--- src/design/assert_macros.svh ---
// assertion macros for the design files, included by fedm_queue
// no dependencies; included where concurrent checks are written
`ifndef ASSERT_MACROS_SVH
`define ASSERT_MACROS_SVH

// check that is off while reset is held
`define FEDM_ASSERT(label, prop, msg) \
    label: assert property (@(posedge aclk) disable iff (!aresetn) prop) else $error(msg);

// check that also holds during reset
`define FEDM_ASSERT_ALWAYS(label, prop, msg) \
    label: assert property (@(posedge aclk) prop) else $error(msg);

`endif

--- src/design/fedm_pkg.sv ---
// shared types and constants of the forward difference edge map
// no dependencies
package fedm_pkg;

    localparam int EDGE_W      = 16;
    localparam int CFG_IDX_W   = 2;
    localparam int CFG_DATA_W  = 16;
    localparam int QUEUE_DEPTH = 4;
    localparam int QPTR_W      = 2;
    localparam int QCNT_W      = 3;

    typedef logic [CFG_IDX_W-1:0] cfg_idx_t;

    // configuration register indexes
    localparam cfg_idx_t CFG_IMAGE_WIDTH  = 2'd0;
    localparam cfg_idx_t CFG_IMAGE_HEIGHT = 2'd1;
    localparam cfg_idx_t CFG_MAX_GREY     = 2'd2;

    localparam logic [12:0] IMAGE_WIDTH_RST  = 13'd640;
    localparam logic [15:0] IMAGE_HEIGHT_RST = 16'd480;
    localparam logic [15:0] MAX_GREY_RST     = 16'd255;

    // one classified input: up to two results
    typedef struct packed {
        logic [EDGE_W-1:0] edge_value;
        logic              has_edge;
        logic              has_tail;
        logic              tail_end;
    } job_t;

    typedef enum logic {
        PH_EDGE,
        PH_TAIL
    } back_phase_t;

endpackage

--- src/design/fedm_back.sv ---
// back part: expands queued items into results behind an output register
// depends on fedm_pkg
module fedm_back import fedm_pkg::*; (
    input  logic              aclk,
    input  logic              aresetn,
    input  logic              q_valid,
    input  job_t              q_head,
    output logic              q_pop,
    output logic              m_valid,
    input  logic              m_ready,
    output logic [EDGE_W-1:0] m_edge_value,
    output logic              m_frame_end
);

    back_phase_t       phase_reg, phase_next;
    logic              valid_reg, valid_next;
    logic [EDGE_W-1:0] edge_reg, edge_next;
    logic              fe_reg, fe_next;
    logic              load, take_edge, take_tail;

    assign load      = !valid_reg || m_ready;
    assign take_edge = q_valid && (phase_reg == PH_EDGE) && q_head.has_edge;
    assign take_tail = q_valid && ((phase_reg == PH_TAIL) || !q_head.has_edge);

    always_comb begin
        phase_next = phase_reg;
        if (load && take_edge && q_head.has_tail) begin
            phase_next = PH_TAIL;
        end else if (load && take_tail) begin
            phase_next = PH_EDGE;
        end
    end

    always_comb begin
        q_pop      = load && (take_tail || (take_edge && !q_head.has_tail));
        valid_next = valid_reg;
        edge_next  = edge_reg;
        fe_next    = fe_reg;
        if (load) begin
            valid_next = q_valid;
            edge_next  = take_edge ? q_head.edge_value : '0;
            fe_next    = take_tail && q_head.tail_end;
        end
    end

    always_ff @(posedge aclk) begin
        if (!aresetn) begin
            phase_reg <= PH_EDGE;
            valid_reg <= 1'b0;
        end else begin
            phase_reg <= phase_next;
            valid_reg <= valid_next;
        end
    end

    always_ff @(posedge aclk) begin
        edge_reg <= edge_next;
        fe_reg   <= fe_next;
    end

    assign m_valid      = valid_reg;
    assign m_edge_value = edge_reg;
    assign m_frame_end  = fe_reg;

endmodule

--- config.mk ---
export PLATFORM = sky130hd
export DESIGN_NAME = fedm_back
export DESIGN_NICKNAME = d
export VERILOG_FILES = /design/src/design/assert_macros.svh /design/src/design/fedm_pkg.sv /design/src/design/fedm_back.sv
export SDC_FILE = /design/constraint.sdc
export NUM_CORES = 1
export LEC_CHECK = 0
export BUFFER_PORTS_ARGS = -buffer_cell sky130_fd_sc_hd__buf_2
export CORE_MARGIN = 2
export CORE_UTILIZATION = 45
export CTS_CLUSTER_SIZE = 30
export DETAILED_ROUTE_END_ITERATION = 10
export PLACE_DENSITY = 0.77
export SLEW_MARGIN = 20
export SYNTH_ARGS = -nofsm -noshare
export SYNTH_HDL_FRONTEND = slang
export SYNTH_SLANG_ARGS = --single-unit
--- constraint.sdc ---
create_clock -name aclk -period 4 [get_ports aclk]
set_clock_uncertainty 0.15 [all_clocks]
set_input_delay 0.8 -clock aclk [delete_from_list [all_inputs] [get_ports aclk]]
set_output_delay 0.8 -clock aclk [all_outputs]
set_load 0.01 [all_outputs]
---- Word level (Yosys, flattened, before mapping) ----
Cells that the tools add are included.
storage, ports and cells
  register bits after elaboration ......... 19
  input port bits ......................... 23
  output and inout bits ................... 19
  logic and storage cells ................. 23
cells by class
  muxes and demuxes ....................... 2
  bitwise operators ....................... 1
  reduce and logical (&&, ||, !) cells .... 16
operator list
  cell                 count
  $logic_and A1 B1 Y1  9
  $logic_not A1 Y1     3
  $logic_or A1 B1 Y1   3
  $mux W1              2
  $reduce_bool A2 Y1   1
  $not A1 Y1           1

---- Depth between registers and ports, before layout ----
  word-level depth ........................ 6
  depth in mapped cells ................... 4
  depth with buffers taken out ............ 3

---- Least setup slack after synthesis ----
Ideal clock, no wire load.
  path kind ............................... input-to-output
  start point ............................. input m_ready
  end point ............................... output q_pop
  arrival ................................. 1.696 ns
  required time ........................... 3.050 ns
  slack ................................... 1.354 ns
  stages .................................. 3
  path buffers ............................ 0
  cells stage by stage .................... nand2b_1 > nand2_1 > a21oi_1
on the way
  longest elaborated chain between the ends .. 2
ends and longest elaborated chain
  what                 line             source
  start, declared      fedm_back.sv:10  input logic m_ready,
  $logic_or A1 B1 Y1   fedm_back.sv:21  assign load = !valid_reg || m_ready;
  $logic_and A1 B1 Y1  fedm_back.sv:35  q_pop = load && (take_tail || (take_edge && !q_head.has_tail));
  end, declared        fedm_back.sv:8   output logic q_pop,
Every way passes these cells.

---- Final worst setup path ----
  start point ............................. input q_head[2] in the netlist's numbering
  end point ............................... output q_pop
on the way
  longest elaborated chain between the ends .. 5
ends and longest elaborated chain
  what                   line             source
  start, declared        fedm_back.sv:7   input job_t q_head,
  $logic_not A1 Y1       fedm_back.sv:23  assign take_tail = q_valid && ((phase_reg == PH_TAIL) || !q_head.has_edge);
  $logic_or A1 B1 Y1     fedm_back.sv:23
  $logic_and A1 B1 Y1    fedm_back.sv:23
  $logic_or A1 B1 Y1 *   fedm_back.sv:35
  $logic_and A1 B1 Y1 *  fedm_back.sv:35
Mark *: on every way between the ends. The rest lies on a longest branch, timed or not.

==> flow_summary.yaml <==
outcome:
  status: "complete, no violations"
clock_tree:
  clock_sinks: 19
  cts_made_buffers: 3
  cts_tree: "yes"
  cts_hold_buffers: 0
  h-tree-depth: 1
  cts.root.buffer_cell: "clkbuf_4"
  clockBufferDepth: 2
  clk_pin_slew_ps: 100
  insertion_delay_ps: 280
  postCtsSetupRepairBufs: 0
  ctsResizeCount: 0
yosys:
  synth_cells: 48
  ys_ff_latch: 19
  syn_area_um2: 757
  ys_seq_area_share_pct: 72.7
  synth_cell_types: 15
  yosys_warnings: 0
  syn_nets: 71
  synth_area_per_cell_um2: 15.8
power:
  finalPower_w: 0.000374
  clockPowerShare_pct: 24.2
  p_comb_share_pct: 13.2
  power_frac_seq_pct: 62.6
  p_leak_nw: 0.529
  irDropWorstVdd_v: 0.000198
  powerDensity_nw_per_um2: 374
  switchingPower_w: 0.0000804
  switching_share_pct: 21.5
  internal-power_w: 0.000293
layout:
  finalNetCount: 116
  largest_register_ffs: 16
  drive_gt1_share_pct: 67.4
  final_core_util_pct: 64.9
  diodes: 0
  syn2layout_area_growth_pct: 32.1
  mostFrequentLayoutCell: "buf_2"
  layout_common_cells: "41 x buf_2, 17 x edfxtp_1, 15 x and3_2"
  fin_area_um2: 1000
setup_path:
  cpPeakStageDelay_ps: 320
  critPathMaxFanout: 19
  cp.required_ps: 3050
  arrival_ps: 1460
  crit_path_end_kind: "output pin"
  path_common_cell: "buf_2"
  worstSetupPathType: "in -> out"
  crit_path_top_delay_cell: "nor2b_4"
  cp_top_family: "simple AND/OR/NAND/NOR gates"
  cp_num_buf_inv: 2
  cp_cell_sequence: "buf_2 -> nor2b_4 -> a21oi_1 -> buf_2"
  start_kind: "input pin"
grt:
  antenna_found_initial: 0
  grtUsageTotal_pct: 14.9
  grt_pass1_wl_mm: 2.06
  grt_max_degree: 20
  grt_pass1_vias: 473
  gr-total-overflow: 0
route:
  drtIter0Drc: 2
  via_per_inst: 4.75
  vias: 513
  wl_met1_um: 504
  drt-wirelength-per-cell_um: 12.2
  routed_wl_mm: 1.32
  met3_length_um: 73
  highest_layer: "met4"
  drcViolationCount: 0
  postRouteAntennaNets: 0
  dr.pass1.iters: 3
  met2RoutedLength_um: 723
timing:
  slew_viol_final: 0
  max_freq_mhz: 415
  period_share_pct: 60.2
  tightest_slew_ps: 334
  setup_slack_ps: 1590
  tns_ps: 0
  grt_setup_unrepaired: "no"
  finalSetupViolCount: 0
  hold_viol_final: 0
  maxSlewHeadroom_pct: 77.7
  min_period_ps: 2410
floorplanning:
  pin_count: 42
  die-area_um2: 2030
  core_area_um2: 1540
  dieWidth_um: 45.0
  die_y_um: 45.0
  initial_utilization_pct: 49.1
  rows: 14
placement:
  gp_congestion: 0.634
  dp_slack_ps: 1590
  placed_cell_area_um2: 973
  port-buffer-count: 41
hold_path:
  hp-class: "reg -> reg"
run:
  max_cap_viol_count: 0
==> layer usage <==
layer | vias up | global-route usage [%]
li1 | 267 | -
met1 | 226 | 16.6
met2 | 18 | 25.7
met3 | 2 | 2.40
met4 | 0 | 10.6
met5 | - | 0
==> power by group through the flow <==
stage                     Sequential [W]  Clock (W)  Combinational (W)
final                           0.000234  0.0000906          0.0000494
after global routing            0.000235   0.000104          0.0000546
after CTS                       0.000234  0.0000940          0.0000503
after detailed placement        0.000238          0          0.0000501
after global placement          0.000238          0          0.0000490
after floorplan                 0.000247          0          0.0000163
==> worst paths after layout <==
| check | startpoint | slack (ps) | end | cells after the start |
|---|---|---|---|---|
| setup / recovery | q_head[2] | 1590 | q_pop | 4 |
| hold / removal | phase_reg | 360 | phase_reg | 2 |
| setup reg to reg | phase_reg | 2830 | m_edge_value[3] | 2 |
| hold reg to reg | phase_reg | 360 | phase_reg | 2 |
==> per-stage QoR <==
stage               cells  hold slack, ps
CTS                   108             367
detailed placement    104             353
finish                108             361
floorplan              48             323
global placement      104             351
global route          108             407
==> area by class of cell <==
type                       instances  area [um^2]
timing repair buffer              42          213
inverter                           1         3.75
clock buffer                       4         26.3
multi-input combinational         26          186
fill                             139          542
tap                               16         20.0
sequential                        19          551
==> Yosys cell counts (all sizes together) <==
master  instances  area share (%)
nor2            1            0.50
a21oi           1            0.66
and3           16              16
mux2i           1             1.3
edfxtp         17              67
nor2b           1             1.8
inv             1            0.50
dfxtp           2             5.3
nand2           3             1.5
buf             1             1.5
nand3           1             1.3
clkbuf          1            0.66
nand2b          1            0.83
a21boi          1            0.99
==> logic make-up after synthesis <==
family / share of synthesized area (%)
muxes: 1.32
AOI/OAI and AO/OA: 1.65
DFF: 72.7
buffers and inverters: 2.64
and+or+nand+nor: 21.7
==> worst min-delay path, cell delays in order, from the launching register on <==
cell and delay [ps]:
dfxtp_1 350, nand2_1 70, mux2i_1 50
Note: power is estimated with default switching activity, not from simulation.
