**src/design/assert_macros.svh**
```systemverilog
// assertion macros for the design files, included by fedm_queue
// no dependencies; included where concurrent checks are written
`ifndef ASSERT_MACROS_SVH
`define ASSERT_MACROS_SVH

// check that is off while reset is held
`define FEDM_ASSERT(label, prop, msg) \
    label: assert property (@(posedge aclk) disable iff (!aresetn) prop) else $error(msg);

// check that also holds during reset
`define FEDM_ASSERT_ALWAYS(label, prop, msg) \
    label: assert property (@(posedge aclk) prop) else $error(msg);

`endif

```
**src/design/fedm_pkg.sv**
```systemverilog
// shared types and constants of the forward difference edge map
// no dependencies
package fedm_pkg;

    localparam int EDGE_W      = 16;
    localparam int CFG_IDX_W   = 2;
    localparam int CFG_DATA_W  = 16;
    localparam int QUEUE_DEPTH = 4;
    localparam int QPTR_W      = 2;
    localparam int QCNT_W      = 3;

    typedef logic [CFG_IDX_W-1:0] cfg_idx_t;

    // configuration register indexes
    localparam cfg_idx_t CFG_IMAGE_WIDTH  = 2'd0;
    localparam cfg_idx_t CFG_IMAGE_HEIGHT = 2'd1;
    localparam cfg_idx_t CFG_MAX_GREY     = 2'd2;

    localparam logic [12:0] IMAGE_WIDTH_RST  = 13'd640;
    localparam logic [15:0] IMAGE_HEIGHT_RST = 16'd480;
    localparam logic [15:0] MAX_GREY_RST     = 16'd255;

    // one classified input: up to two results
    typedef struct packed {
        logic [EDGE_W-1:0] edge_value;
        logic              has_edge;
        logic              has_tail;
        logic              tail_end;
    } job_t;

    typedef enum logic {
        PH_EDGE,
        PH_TAIL
    } back_phase_t;

endpackage

```
**src/design/fedm_queue.sv**
```systemverilog
// short queue of classified items between the front and back parts
// depends on fedm_pkg and assert_macros.svh
`include "assert_macros.svh"
module fedm_queue import fedm_pkg::*; (
    input  logic              aclk,
    input  logic              aresetn,
    input  logic              push,
    input  job_t              push_job,
    input  logic              pop,
    output logic              head_valid,
    output job_t              head_job,
    output logic [QCNT_W-1:0] count
);

    job_t              slot_reg [QUEUE_DEPTH];
    logic [QPTR_W-1:0] wr_ptr_reg, rd_ptr_reg;
    logic [QCNT_W-1:0] count_reg;

    assign head_valid = (count_reg != '0);
    assign head_job   = slot_reg[rd_ptr_reg];
    assign count      = count_reg;

    always_ff @(posedge aclk) begin
        if (!aresetn) begin
            wr_ptr_reg <= '0;
            rd_ptr_reg <= '0;
            count_reg  <= '0;
        end else begin
            if (push) begin
                wr_ptr_reg <= wr_ptr_reg + QPTR_W'(1);
            end
            if (pop) begin
                rd_ptr_reg <= rd_ptr_reg + QPTR_W'(1);
            end
            if (push && !pop) begin
                count_reg <= count_reg + QCNT_W'(1);
            end else if (pop && !push) begin
                count_reg <= count_reg - QCNT_W'(1);
            end
        end
    end

    always_ff @(posedge aclk) begin
        if (push) begin
            slot_reg[wr_ptr_reg] <= push_job;
        end
    end

    `FEDM_ASSERT(a_no_overflow, push && !pop |-> count_reg < QCNT_W'(QUEUE_DEPTH), "queue overflow")
    `FEDM_ASSERT(a_no_underflow, pop |-> count_reg != '0, "queue underflow")
    `FEDM_ASSERT(a_count_step, push && !pop |=> count_reg == $past(count_reg) + QCNT_W'(1), "count step")
    `FEDM_ASSERT_ALWAYS(a_reset_empty, !aresetn |=> count_reg == '0 && !head_valid, "not empty after reset")

endmodule

```
**config.mk**
```make
export PLATFORM = sky130hd
export DESIGN_NAME = fedm_queue
export DESIGN_NICKNAME = d
export VERILOG_FILES = /design/src/design/fedm_pkg.sv /design/src/design/fedm_queue.sv
export VERILOG_INCLUDE_DIRS = /design/src /design/src/design
export SDC_FILE = /design/constraint.sdc
export NUM_CORES = 1
export LEC_CHECK = 0
export CORE_MARGIN = 2
export CORE_UTILIZATION = 66
export CTS_CLUSTER_DIAMETER = 60
export DETAILED_ROUTE_END_ITERATION = 10
export DONT_BUFFER_PORTS = 1
export PLACE_DENSITY = 0.83
export SETUP_SLACK_MARGIN = 0.3
export SLEW_MARGIN = 20
export SYNTH_ARGS = -nofsm -noshare
export SYNTH_HDL_FRONTEND = slang
export SYNTH_SLANG_ARGS = --single-unit
```
**constraint.sdc**
```tcl
create_clock -name aclk -period 3.16 [get_ports aclk]
set_input_delay 0.158 -clock aclk [delete_from_list [all_inputs] [get_ports aclk]]
set_output_delay 0.158 -clock aclk [all_outputs]
set_load 0.005 [all_outputs]
```
After elaboration in Yosys (flattened, before gate mapping)
Memory sizes are Yosys's and may differ from the RTL's. A register that Yosys moved wholly into a read port is not among the register bits.
Index checks and enable logic that the tools add are counted.
W data, S select, Z words.
{"block": "op_classes", "reduce_logical": 6, "n_mux": 6, "n_addsub": 4}
{"op": "$mux W3", "n": 2}
{"op": "$add A2 B1 Y2 const B", "n": 2}
{"op": "$mux W2", "n": 2}
{"op": "$add A3 B1 Y3 const B", "n": 1}
{"op": "$reduce_bool A3 Y1", "n": 1}
{"op": "$sub A3 B1 Y3 const B", "n": 1}
{"op": "$logic_and A1 B1 Y1", "n": 2}
{"op": "$logic_not A1 Y1", "n": 2}
{"op": "$mux W1", "n": 2}
{"op": "$reduce_bool A2 Y1", "n": 1}
{"block": "word_totals", "word_cells": 20, "register_bits": 7, "output_inout_bits": 23, "ram_bits": 76, "n_memories": 1}
{"name": "slot_reg", "words": 4, "word_bits": 19, "read_ports": 1, "rd_clocked_by_memory_dff": 1, "wr": 1, "line_no": "fedm_queue.sv:15", "text": "job_t slot_reg [QUEUE_DEPTH];"}

Logic depth before layout (Yosys ltp)
Gate-level depths: netlist (run 1).
{"block": "logic_depth", "word_depth": 4, "mapped_depth": 7, "mapped_depth_nobuf": 7}

Least setup slack after synthesis (run 1)
OpenSTA, ideal clock, no wires.
{"block": "synth_timing", "path_kind": "register to register", "from": "reg count_reg[0], in the netlist count[0]", "to": "reg count_reg[2], in the netlist count[2]", "path_stages_with_launch": 5, "required_ns": 3.084, "n_path_buf": 0, "setup_ns": 0.076, "arrival_time_ns": 1.344, "slack_ns": 1.741, "cell_sequence": "dfxtp_1 fa_1 xor2_1 or3_1 a21boi_0"}
{"block": "synth_via", "elab_chain_len": 3, "elab_cells_between_ends": 4}
{"element": "start: declaration", "line_no": "fedm_queue.sv:17", "text": "logic [QCNT_W-1:0] count_reg;"}
{"element": "start signal: assignment", "line_no": "fedm_queue.sv:36", "text": "count_reg <= count_reg + QCNT_W'(1);"}
{"element": "start signal: assignment", "line_no": "fedm_queue.sv:38", "text": "count_reg <= count_reg - QCNT_W'(1);"}
{"element": "$sub A3 B1 Y3", "line_no": "fedm_queue.sv:38"}
{"element": "$mux W3", "line_no": "fedm_queue.sv:37", "text": "end else if (pop && !push) begin"}
{"element": "$mux W3 (*)", "line_no": "fedm_queue.sv:35", "text": "if (push && !pop) begin"}
Mark *: on every way between the ends. The rest lies on a longest branch, timed or not. The select of a mux whose other input is x is not followed.
A chain may end at the register's enable or synchronous reset.

==> results_tabular.tex, run 1 <==
\begin{tabular}{lr}
\hline
Metric & Value \\
\hline
\multicolumn{2}{l}{\textbf{Outcome}} \\
Status & finished, final reports clean \\
\multicolumn{2}{l}{\textbf{Critical path}} \\
CP arrival & 2.03 ns \\
Worst reg2reg startpoint & wr\_ptr\_reg[1] \\
Crit-path cells & buf\_4 > mux4\_2 \\
Element type at the critical path end & primary output \\
Maximum fanout encountered on the critical timing path & 13 \\
Worst path required time & roughly 3.0 ns \\
Worst Reg-to-Reg Cells & 3 \\
Highest-delay cell along the critical path & sky130\_fd\_sc\_hd\_\_dfxtp\_1 \\
Slowest cell delay on critical path & between 0.8 and 0.9 ns \\
Number of buffers and inverters on the critical path & 1 \\
Dominant delay contributor by cell family on the critical path & flip-flops \\
Type of the worst setup path & flip-flop to primary output \\
Kind of start point of the critical path & flip-flop \\
Internal reg-to-reg setup slack & around 1.4 ns \\
Terminus of the critical flop-to-flop path & slot\_reg[1][14] \\
\multicolumn{2}{l}{\textbf{Timing}} \\
Worst relative slew slack & between 30 and 40\% \\
Worst-case clock skew & a little over 0.007 ns \\
Slew at the pin closest to its max-slew limit & roughly 0.97 ns \\
Max Fclk & 457.9 MHz \\
Final hold violations & 0 \\
Time the worst path needs with I/O delays and setup & around 2.2 ns \\
Final Setup Violations & 0 \\
Fin Setup TNS & 0 ns \\
Setup repair after global routing missed its margin & false \\
Max-slew violation count & 0 \\
Least setup slack across all paths after layout & approximately 1 ns \\
Final critical-path share of the clock period & a little under 70\% \\
\multicolumn{2}{l}{\textbf{CTS}} \\
Post\_cts resized & 0 \\
Clock latency at the later pin of the worst-skew pair & 0.34 ns \\
TritonCTS clock tree & yes \\
Clock transition at the registers of the reported paths & 0.08 ns \\
Number of clock buffers inserted by TritonCTS & 9 \\
Htree depth & 3 \\
Root buffer selected by CTS & sky130\_fd\_sc\_hd\_\_clkbuf\_8 \\
Clk sink count & 85 \\
Number of buffers on the longest clock path & 2 \\
\multicolumn{2}{l}{\textbf{Route}} \\
Vias per cell & 5.871 \\
Total via count in the routed design & around 1400 \\
Number of remaining DRC errors & 0 \\
Number of design-rule violations left by the first detailed-router iteration & between 150 and 200 \\
Per-cell routed wire length & 21.64 µm \\
First-pass DRT Iterations & 4 \\
DRT Wirelength & between 5000 and 6000 µm \\
Count of antenna-violating nets left after detailed routing & 0 \\
\multicolumn{2}{l}{\textbf{Yosys}} \\
Cell area after synthesis & 3224 µm² \\
Number of distinct standard cells referenced by the synthesized netlist & 19 \\
Most instantiated library cell after synthesis & sky130\_fd\_sc\_hd\_\_edfxtp\_1 \\
Mean instance size in the synthesized netlist & approximately 23 µm² \\
Xor-xnor portion of the synthesized cell area & between 1 and 1.5\% \\
Complex-gate fraction of the synthesized area & less than 1\% \\
Combinational family with the most area after synthesis & multiplexers \\
Count of state elements after synthesis & 85 \\
Share of synthesized flip-flops with an asynchronous set or reset & 0\% \\
Fraction of the mapped netlist area in simple logic gates & about 2.6\% \\
Mapped Cells & about 140 \\
Synth top area cells & sky130\_fd\_sc\_hd\_\_edfxtp\_1 (71\%), sky130\_fd\_sc\_hd\_\_mux4\_1 (7.3\%), sky130\_fd\_sc\_hd\_\_mux4\_2 (7.0\%), sky130\_fd\_sc\_hd\_\_dfxtp\_1 (5.6\%), sky130\_fd\_sc\_hd\_\_ha\_1 (1.9\%) \\
Adder-Cell Fraction of Synth Area & 2.561\% \\
Count of flip-flops with a built-in enable after synthesis & 76 \\
Share of the synthesized area in the top cell type & just over 70\% \\
Library cell occupying the most area in the post-synthesis netlist & sky130\_fd\_sc\_hd\_\_edfxtp\_1 \\
Mux share of post-synthesis cell area & 14.94\% \\
Synth Net Count & 170 \\
Number of warnings reported in the yosys synthesis log & 0 \\
Ranking of synthesized cells by instance count & sky130\_fd\_sc\_hd\_\_edfxtp\_1 (76), sky130\_fd\_sc\_hd\_\_mux4\_2 (10), sky130\_fd\_sc\_hd\_\_and2\_1 (9), sky130\_fd\_sc\_hd\_\_dfxtp\_1 (9), sky130\_fd\_sc\_hd\_\_mux4\_1 (9) \\
Post-synth top flop & sky130\_fd\_sc\_hd\_\_edfxtp\_1 \\
Fraction of the yosys area taken by sequential cells & about three quarters \\
\multicolumn{2}{l}{\textbf{Global routing}} \\
Number of global-route vias before repair & roughly 1500 \\
Remaining global-route overflow & 0 \\
Initial antenna violation count & 0 \\
Global-route usage over all layers & between 20\% and 30\% \\
First-pass GRT wire length & about 8000 µm \\
Maximum number of pins on one net before global-route repair & 20 \\
\multicolumn{2}{l}{\textbf{Placed design}} \\
Total half-perimeter wirelength after legalization and detailed placement & about 3100 µm \\
Gpl congestion & between 0.7 and 0.8 \\
Pre-CTS worst setup slack & 1.344 ns \\
Placed cell areas & about 3300 µm² \\
Port-buffer cells & 0 \\
\multicolumn{2}{l}{\textbf{Layout}} \\
Area delta synth->final & 13.89\% \\
Fillcell total & approximately 250 \\
Register cell area after layout & between 2000 and 2500 µm² \\
Fraction of layout cells with a size suffix above 1 & between 10 and 15\% \\
Number of flip-flops under the largest register name & between 70 and 80 \\
Final \#Nets & between 150 and 200 \\
Area used by multi-input combinational logic & between 700 and 800 µm² \\
Layout Cell Area excl Fill & 3672 µm² \\
Antenna Cells & 0 \\
\multicolumn{2}{l}{\textbf{Die}} \\
Die Span X & approximately 74 µm \\
Vert. Die Dim & approximately 74 µm \\
Die footprint & between 5000 and 6000 µm² \\
Placeable core area & 4723 µm² \\
IO Count & 46 \\
FP Rows & 25 \\
Starting density of the core & between 60\% and 70\% \\
\multicolumn{2}{l}{\textbf{Pwr}} \\
Post-layout total power & 2235 µW \\
Leakage power summed over all cells & roughly 0.0012 µW \\
Pwr Density & $\sim$600 nW/µm² \\
Peak supply drop & 0.4216 mV \\
\multicolumn{2}{l}{\textbf{Run}} \\
Reported max-cap violation count & 0 \\
\multicolumn{2}{l}{\textbf{Min path}} \\
Number of cells on the worst hold path & 2 \\
Worst hold path type & input port to flip-flop \\
Hold endpoint & wr\_ptr\_reg[1] \\
Worst Hold Launch & push \\
\hline
\end{tabular}
## cell type report
class	instances	share of cell area [%]
sequential	85	67.05
multi-input combinational	48	19.22
timing repair buffer	21	5.656
clock buffer	13	4.906
tap	67	2.283
clock inverter	3	0.4770
inverter	4	0.4089
## how the worst max path moves through the flow
stage	from	end	slack, ns	depth (start not counted)
3_3_place_gp	flip-flop	head_job[5]	1.37	2
6_report	flip-flop	head_job[4]	0.98	2
3_5_place_dp	flip-flop	head_job[4]	1.34	2
2_1_floorplan	count[0]	count[2]	1.74	4
5_1_grt	flip-flop	head_job[4]	0.82	2
4_1_cts	flip-flop	head_job[5]	0.96	2
## metal layers
layer / vias to the layer above / track usage (%) / share of wire, %
met5: - / 0 / 0
met4: 0 / 9.091 / 1.6
met2: 59 / 34.33 / 52
met1: 719 / 25.35 / 40
met3: 9 / 8.368 / 6.3
li1: 628 / - / -
## report_power, final
group	internal (µW)	total, µW	switching, µW
logic	98.2	186	87.9
clock network	374	722	348
registers	1290	1330	40.2
total	1760	2240	476
## per-stage QoR
step | hold WS (ns) | std cells | util, %
after floorplan | 0.2569 | 141 | -
after global placement | 0.2570 | 205 | 69.32
after detailed placement | 0.2570 | 205 | 69.32
after CTS | 0.01830 | 241 | 77.75
after global routing | 0.01979 | 241 | 77.75
final | 0.02130 | 241 | 77.75
## cells in the final DEF, fill, tap and decap left out, drive strengths merged
cell type,count
xnor2,2
nand2,1
clkbuf,13
dlygate4sd3,20
buf,1
and2,9
mux2i,2
inv,4
o21ai,1
dfxtp,9
mux4,19
a21boi,1
clkinvlp,1
edfxtp,76
fa,1
or3,2
nor2b,2
clkinv,2
xor2,3
ha,5
## what timing repair did
| action | in CTS | in global routing |
|---|---|---|
| hold endpoints to repair | 85 | 0 |
| hold buffers | 20 | 0 |
| setup buffers | 0 | 0 |
| endpoints found under the setup margin | 0 | 0 |
## cell families (layout without fill, tap and decap cells)
group | count (synthesis) | count (layout)
buf+inv | 8 | 41
xor+xnor | 5 | 5
simple gates | 14 | 14
fa+ha+maj | 6 | 6
mux | 21 | 21
compound gates | 2 | 2
flops | 85 | 85
Note: power is estimated with default switching activity, not from simulation.
==> run 2, diff against run 1 <==
Settings changed: CORE_UTILIZATION 66 to 62, PLACE_DENSITY 0.83 to 0.79.
Clock period 3.16 ns to 2.1 ns, I/O delays scaled along.
==> results_tabular.tex, run 2 (synthesis results as in run 1) <==
\begin{tabular}{lr}
\hline
Metric & Value \\
\hline
\multicolumn{2}{l}{\textbf{Global routing}} \\
Met3 track demand over resource & 4.384\% \\
Number of global-route vias before repair & 1503 \\
Maximum number of pins on one net before global-route repair & 20 \\
Global-route usage over all layers & about 18\% \\
Met2 layer usage reported by global route & between 30\% and 40\% \\
GRT Max-Usage Layer & met2 \\
Initial antenna violation count & 0 \\
First-pass GRT wire length & 7790 µm \\
Remaining global-route overflow & 0 \\
Met1 usage in global routing & around 22\% \\
\multicolumn{2}{l}{\textbf{Die}} \\
Starting density of the core & between 60\% and 70\% \\
Placeable core area & slightly above 5000 µm² \\
Vert. Die Dim & about 76 µm \\
Die footprint & between 5000 and 6000 µm² \\
IO Count & 46 \\
FP Rows & 26 \\
Die Span X & approximately 76 µm \\
\multicolumn{2}{l}{\textbf{Layout}} \\
Area delta synth->final & 15.52\% \\
Layout Cell Area excl Fill & between 3000 and 4000 µm² \\
Fraction of layout cells with a size suffix above 1 & 16.02\% \\
Most common cell after layout, fill and taps aside & sky130\_fd\_sc\_hd\_\_edfxtp\_1 \\
Final \#Nets & just over 200 \\
Top library cells by usage in the layout, fill and taps aside & sky130\_fd\_sc\_hd\_\_edfxtp\_1 (76), sky130\_fd\_sc\_hd\_\_dlygate4sd3\_1 (22), sky130\_fd\_sc\_hd\_\_mux4\_2 (10), sky130\_fd\_sc\_hd\_\_clkbuf\_8 (10), sky130\_fd\_sc\_hd\_\_mux4\_1 (9) \\
Antenna Cells & 0 \\
Number of flip-flops under the largest register name & 76 \\
\multicolumn{2}{l}{\textbf{Critical path}} \\
Maximum fanout encountered on the critical timing path & 8 \\
Terminus of the critical flop-to-flop path & count[2] \\
Worst reg2reg startpoint & count[0] \\
Internal reg-to-reg setup slack & about 0.50 ns \\
Worst Reg-to-Reg Cells & 4 \\
Kind of start point of the critical path & flip-flop \\
Type of the worst setup path & flip-flop to primary output \\
Worst path required time & approximately 2.0 ns \\
CP arrival & between 1.5 and 2 ns \\
Element type at the critical path end & primary output \\
\multicolumn{2}{l}{\textbf{CTS}} \\
Htree depth & 3 \\
Clock latency at the later pin of the worst-skew pair & around 0.33 ns \\
TritonCTS clock tree & yes \\
Clock transition at the registers of the reported paths & roughly 0.070 ns \\
Number of clock buffers inserted by TritonCTS & 9 \\
Root buffer selected by CTS & sky130\_fd\_sc\_hd\_\_clkbuf\_8 \\
Number of buffers on the longest clock path & 2 \\
Clk sink count & 85 \\
\multicolumn{2}{l}{\textbf{Route}} \\
Vias per cell & roughly 5.7 \\
Per-cell routed wire length & 19.75 µm \\
First-pass DRT Iterations & 4 \\
Count of antenna-violating nets left after detailed routing & 0 \\
Number of design-rule violations left by the first detailed-router iteration & 57 \\
DRT Wirelength & 4957 µm \\
Number of remaining DRC errors & 0 \\
Total via count in the routed design & around 1400 \\
\multicolumn{2}{l}{\textbf{Min path}} \\
Worst Hold Launch & pop \\
Number of cells on the worst hold path & 3 \\
Worst hold path type & input port to flip-flop \\
\multicolumn{2}{l}{\textbf{Pwr}} \\
Peak supply drop & 0.5556 mV \\
Leakage power summed over all cells & around 0.0013 µW \\
Pwr Density & 901.3 nW/µm² \\
Post-layout total power & approximately 3400 µW \\
\multicolumn{2}{l}{\textbf{Timing}} \\
Worst hold-check slack & around 0.078 ns \\
Least setup slack across all paths after layout & between 0.3 and 0.4 ns \\
Final hold violations & 0 \\
Setup repair after global routing missed its margin & false \\
Final critical-path share of the clock period & 82.74\% \\
Worst-case clock skew & about 0.006 ns \\
Max Fclk & between 500 and 600 MHz \\
Time the worst path needs with I/O delays and setup & roughly 1.7 ns \\
Fin Setup TNS & 0 ns \\
Worst relative slew slack & just under 70\% \\
Slew at the pin closest to its max-slew limit & around 0.49 ns \\
Max-slew violation count & 0 \\
Final Setup Violations & 0 \\
\multicolumn{2}{l}{\textbf{Placed design}} \\
Pre-CTS worst setup slack & around 0.35 ns \\
Placed cell areas & approximately 3300 µm² \\
Total half-perimeter wirelength after legalization and detailed placement & $\sim$3200 µm \\
Port-buffer cells & 0 \\
Gpl congestion & 0.6919 \\
\multicolumn{2}{l}{\textbf{Run}} \\
Reported max-cap violation count & 0 \\
\multicolumn{2}{l}{\textbf{Outcome}} \\
Status & finished, final reports clean \\
\hline
\end{tabular}
run 2: worst max path at each step:
stage                  startpoint              end  slack (ns)  cells past startpoint
finish                  flip-flop     head_job[12]        0.36                      2
global route            flip-flop     head_job[12]        0.30                      2
CTS                     flip-flop     head_job[18]        0.33                      2
detailed placement  wr_ptr_reg[0]  slot_reg[2][17]        0.35                      3
global placement    wr_ptr_reg[0]   slot_reg[2][4]        0.45                      3
floorplan                count[0]         count[2]        0.68                      4
run 2: stage by stage:
stage,util (%),std cells
floorplan,-,141
global placement,65.34,213
detailed placement,65.34,213
CTS,73.37,251
global route,73.40,251
finish,73.40,251
run 2: critical path: stages (launching register included):
cell,delay (ns)
sky130_fd_sc_hd__dfxtp_2,0.45
sky130_fd_sc_hd__buf_4,0.24
sky130_fd_sc_hd__mux4_1,0.61
run 2: repair_timing:
action,CTS,global route
pin swaps,0,0
hold buffers,22,0
endpoints found under the setup margin,14,19
endpoints found under the hold margin,85,0
resized for setup,1,1
buffers inserted,0,0
run 2: where the power goes:
| part | switching, µW | internal, µW |
|---|---|---|
| combinational | 149 | 158 |
| sequential | 41.8 | 1940 |
| clock | 492 | 581 |
| total | 683 | 2670 |
run 2: cell type report:
| class | instances | area, µm² |
|---|---|---|
| multi-input cells | 48 | 706.9 |
| inverters | 4 | 15.01 |
| fillers | 311 | 1350 |
| well taps | 70 | 87.58 |
| repair buffers | 28 | 265.3 |
| flip-flops and latches | 85 | 2464 |
| clock buffers | 14 | 152.6 |
| clock inverters | 2 | 33.78 |
run 2: metal layers:
| metal | vias to the layer above | wire [µm] |
|---|---|---|
| met2 | 36 | 2558 |
| met3 | 11 | 203 |
| met4 | 0 | 103 |
| met5 | - | 0 |
| met1 | 746 | 2092 |
| li1 | 642 | - |
